File: src/rtl/tccs_pkg.sv
package tccs_pkg;

  localparam int COLUMNS = 80;
  localparam int ROWS    = 25;
  localparam int CELLS   = ROWS * COLUMNS;

  localparam int RW  = $clog2(ROWS);
  localparam int XW  = $clog2(COLUMNS);
  localparam int CW  = $clog2(COLUMNS + 1);
  localparam int AW  = $clog2(CELLS);
  localparam int MW  = 8 + CW;
  localparam int PAW = 3;

  localparam logic [7:0] NEWLINE_CODE = 8'd10;
  localparam logic [7:0] BLANK_CODE   = 8'h20;
  localparam logic [7:0] RESET_ATTR   = 8'h07;
  localparam logic [3:0] RESET_FG     = 4'd7;
  localparam logic [3:0] RESET_BG     = 4'd0;

  localparam logic REG_FG = 1'b0;
  localparam logic REG_BG = 1'b1;

  typedef logic [RW-1:0] row_t;
  typedef logic [XW-1:0] col_t;
  typedef logic [CW-1:0] fill_t;
  typedef logic [AW-1:0] addr_t;

  localparam row_t LAST_ROW = RW'(ROWS - 1);

  typedef enum logic {
    CMD_PUT  = 1'b0,
    CMD_READ = 1'b1
  } cmd_t;

  typedef enum logic {
    ST_IDLE,
    ST_EXEC
  } state_t;

  // per physical row: blank attribute and count of written cells from column 0
  typedef struct packed {
    logic [7:0] attr;
    fill_t      fill;
  } row_meta_t;

  function automatic row_t phys_row(row_t lrow, row_t top);
    logic [RW:0] s;
    s = {1'b0, lrow} + {1'b0, top};
    if (s >= (RW+1)'(ROWS)) begin
      s = s - (RW+1)'(ROWS);
    end
    return s[RW-1:0];
  endfunction

  function automatic addr_t cell_addr(row_t prow, col_t col);
    return AW'(prow) * AW'(COLUMNS) + AW'(col);
  endfunction

endpackage

File: src/rtl/tccs_cfg.sv
module tccs_cfg
  import tccs_pkg::*;
(
  input  logic           clk,
  input  logic           rst_n,
  input  logic           psel,
  input  logic           penable,
  input  logic           pwrite,
  input  logic [PAW-1:0] paddr,
  input  logic [31:0]    pwdata,
  output logic [31:0]    prdata,
  output logic           pready,
  output logic [7:0]     attr
);

  logic [3:0] fg_r, fg_nxt;
  logic [3:0] bg_r, bg_nxt;
  logic       wr_en;

  assign pready = 1'b1;
  assign wr_en  = psel && penable && pwrite && pready;

  always_comb begin
    fg_nxt = fg_r;
    bg_nxt = bg_r;
    if (wr_en) begin
      unique case (paddr[2])
        REG_FG: fg_nxt = pwdata[3:0];
        REG_BG: bg_nxt = pwdata[3:0];
        default: ;
      endcase
    end
  end

  always_ff @(posedge clk) begin
    if (!rst_n) begin
      fg_r <= RESET_FG;
      bg_r <= RESET_BG;
    end else begin
      fg_r <= fg_nxt;
      bg_r <= bg_nxt;
    end
  end

  always_comb begin
    unique case (paddr[2])
      REG_FG:  prdata = {28'd0, fg_r};
      REG_BG:  prdata = {28'd0, bg_r};
      default: prdata = 32'd0;
    endcase
  end

  assign attr = {bg_r, fg_r};

endmodule

File: config.mk
export PLATFORM = sky130hd
export DESIGN_NAME = tccs_cfg
export DESIGN_NICKNAME = d
export VERILOG_FILES = /design/src/rtl/tccs_pkg.sv /design/src/rtl/tccs_cfg.sv
export SDC_FILE = /design/constraint.sdc
export NUM_CORES = 1
export LEC_CHECK = 0
export BUFFER_PORTS_ARGS = -buffer_cell sky130_fd_sc_hd__buf_2
export CAP_MARGIN = 15
export CELL_PAD_IN_SITES_DETAIL_PLACEMENT = 1
export CELL_PAD_IN_SITES_GLOBAL_PLACEMENT = 1
export CORE_MARGIN = 4
export CORE_UTILIZATION = 21
export CTS_BUF_LIST = sky130_fd_sc_hd__clkbuf_4 sky130_fd_sc_hd__clkbuf_8
export CTS_CLUSTER_DIAMETER = 50
export DETAILED_ROUTE_END_ITERATION = 7
export GPL_TIMING_DRIVEN = 0
export PLACE_DENSITY_LB_ADDON = 0.05
export SYNTH_ARGS = -nofsm -noshare
export SYNTH_HDL_FRONTEND = slang
export SYNTH_SLANG_ARGS = --single-unit
export TNS_END_PERCENT = 50
File: constraint.sdc
create_clock -name clk -period 2.25 [get_ports clk]
set_clock_uncertainty 0.05 [all_clocks]
set_input_delay 0.225 -clock clk [delete_from_list [all_inputs] [get_ports clk]]
set_output_delay 0.225 -clock clk [all_outputs]
set_load 0.01 [all_outputs]
; ---- Yosys cells after proc, flatten, opt, wreduce, memory -nomap -nowiden
; Cells that the tools add are included.
[word_totals]
ff_bits = 8
word_cells = 8
input_bits = 40
output_inout_bits = 41
[classes]
n_bitwise = 1
n_reduce_logical = 4
muxes = 1
[ops]
columns = op, count
row1 = $pmux W32 S2, 1
row2 = $reduce_and A2 Y1, 2
row3 = $logic_and A1 B1 Y1, 2
row4 = $not A1 Y1, 1

; ---- Depth between registers and ports, before layout
[depth]
depth_word = 3
depth_mapped = 3
mapped_depth_nobuf = 2

; ---- Least setup slack after synthesis
; Ideal clock, no wire load.
[synth_path]
path_kind = reg-to-output
from = register bg_r[0]
to = output prdata[0]
slack_ps = 1357
required_ps = 1975
arrival_ps = 618
path_stages_with_launch = 2
cell_sequence = dfxtp_1 -> mux2_2
[synth_via]
elab_chain_cells = 1
[synth_rtl]
columns = item, line_no
row1 = "start, declared", tccs_cfg.sv:17  ; logic [3:0] bg_r, bg_nxt;
row2 = "start signal, assigned", tccs_cfg.sv:41  ; bg_r <= bg_nxt;
row3 = $pmux W32 S2, tccs_cfg.sv:46  ; unique case (paddr[2])
row4 = "end, declared", tccs_cfg.sv:11  ; output logic [31:0] prdata,
; No other way between the ends. The select of a mux whose other input is x is not followed.

; ---- Worst setup path in the final report
[layout_path]
from = register fg_r[0]
to = output prdata[0]
[layout_via]
elab_chain_cells = 1
[layout_rtl]
columns = item, line_no
row1 = "start, declared", tccs_cfg.sv:16  ; logic [3:0] fg_r, fg_nxt;
row2 = "start signal, assigned", tccs_cfg.sv:40  ; fg_r <= fg_nxt;
row3 = $pmux W32 S2, tccs_cfg.sv:46
; No other way between the ends. The select of a mux whose other input is x is not followed.

==> impl_metrics.yaml <==
final_layout:
  n_antenna_cell: 0
  fin_nets: 163
  drive_gt1_frac: 0.479
  area.growth.synth_to_final_pct: 44.1
  fill_cells: 353
critical_path:
  cp_max_fo: 3
  worstPathArrival_ns: 0.96
  path_cells: "mux2_2, buf_2"
  r2r_start: "fg_r[1]"
  crit_cells: 2
  cpPeakStageDelay_ns: 0.33
  cp-start-kind: "flop"
  path_buf_inv: 1
  rr_endpoint: "fg_r[1]"
  worstSetupPathType: "flop to output port"
  end_kind: "output port"
  critPathTopFamily: "flip-flops"
  ff2ff_path_depth: 2
  required_ns: 1.98
  cp_slowest_cell: "dfxtp_1"
  ff2ff_setup_slack_ns: 1.58
sta:
  period_share: 0.549
  finalMaxSlewViolations: 0
  min_period_ns: 1.23
  final_hold_viol_count: 0
  fmax_mhz: 810
  grt_setup_unrepaired: "no"
  tns_ns: 0
  setup_viol: 0
worst_hold_path:
  min_path_type: "primary input to flop"
  min_path_cells: 3
  min_to: "bg_r[1]"
  holdCritStartpoint: "pwdata[1]"
place:
  hpwlAfterDp_um: 1200
  place_congestion: 0.623
  portBuffers: 21
cts:
  cts-root-buf: "clkbuf_4"
  ctsHtreeMaxLevel: 1
  cts_tree: "yes"
  cts_buffers: 3
  clk_pin_slew_ns: 0.06
  clock_latency_ns: 0.24
  clockBufferDepth: 2
  cts_resized: 0
  post_cts_buffers: 0
  cts_sinks: 8
  hold_buffers: 0
logic_synthesis:
  ys_ff_latch: 8
  ys_seq_area_frac: 0.264
  avgSynthCellArea_um2: 8.67
  netlist.area_leader.share: 0.359
  ys_types: 11
  yosysTopAreaCell: "buf_4"
  synth-warning-count: 0
  ys_top_cells_by_count: "buf_4, nand2_1, dfxtp_1, mux2i_1, nor2b_1"
  synth_area_um2: 607
  yosys-top-cells-area: "buf_4, dfxtp_1, mux2i_1"
  synth-main-ff-cell: "dfxtp_1"
  yosysMostFrequentCell: "buf_4"
  synth_cells: 70
  synth_async_sr_flop_share: 0
  synth-edff-count: 0
grt:
  grt_pass1_vias: 466
  grt_pass1_wl_um: 1980
  grt_usage: 0.0712
  grt_max_degree: 11
  antenna_found_initial: 0
  grt_overflow: 0
floorplanning:
  io_pins: 81
  fp.coreArea_um2: 2760
  die_h_um: 61.8
  placementRows: 19
  die_area_um2: 3810
  die_width_um: 61.8
  initial_core_util: 0.220
detailed_routing:
  drc: 0
  wire_per_inst_um: 8.89
  first_pass_iters: 3
  wl_um: 1350
  vias: 520
  drtIter0Drc: 15
  ant_nets: 0
  via_per_inst: 3.42
power_and_ir_drop:
  power_density_nw_per_um2: 407
  power_uw: 356
  peakVddDrop_v: 0.000178
  leakagePower_nw: 0.514
run:
  drv_cap: 0
status:
  status: "completed"
-- stage by stage --
stage                     instance area [um2]  hold WS (ns)  std cells   util  setup WS [ns]
after detailed placement                  852         0.423        149  0.309           1.10
final                                     875         0.180        152  0.317           1.02
after floorplan                           708         0.314         97      -           1.36
after global placement                    852         0.406        149  0.309           1.09
after global routing                      875         0.208        152  0.317          0.967
after CTS                                 875         0.181        152  0.317          0.992
-- report_power, final --
group	internal [mW]	switching, mW
sequential	0.145	0.00211
combinational	0.0538	0.0493
clock	0.0608	0.0445
-- registers in the layout (all words and copies together), names as in the netlist --
signal  cells
bg_r        4
fg_r        4
-- area by class of cell --
class	instances	area [um2]	share of cell area
buffer	31	226	0.259
timing repair buffer	21	105	0.120
sequential	8	160	0.183
tap	31	38.8	0.0443
multi-input combinational	58	322	0.368
clock buffer	3	22.5	0.0258
-- cells in the final DEF, fill, tap and decap left out, types with 3 or more instances in the layout --
cell type and count:
clkbuf_4 3, dfxtp_1 8, buf_2 21, nor2b_1 6, conb_1 29, buf_4 29, mux2_2 4, nand2_1 9
mux2i_1 8
-- how the worst max path moves through the flow --
| stage | start | end | slack, ns |
|---|---|---|---|
| floorplan | bg_r[0] | prdata[0] | 1.36 |
| global placement | paddr[2] | prdata[0] | 1.09 |
| detailed placement | paddr[2] | prdata[1] | 1.10 |
| CTS | fg_r[0] | prdata[0] | 0.99 |
| global route | fg_r[1] | prdata[1] | 0.97 |
| finish | fg_r[0] | prdata[0] | 1.02 |
-- layer usage --
metal,track usage,part of all wire
met5,0,0
met4,0.0364,0.0067
met1,0.0770,0.38
met2,0.123,0.48
met3,0.0248,0.14
-- cells by family after synthesis --
family,after synthesis,synth area share
buffers and inverters,31,0.373
other,2,0.0124
multiplexers,12,0.206
flip-flops,8,0.264
AND/OR/NAND/NOR,17,0.144
-- worst register-to-register path, stage by stage, from the launching register on --
cell	delay, ns
dfxtp_1	0.32
nor2b_1	0.12
mux2i_1	0.07
Power figures use the tool's default switching activity.
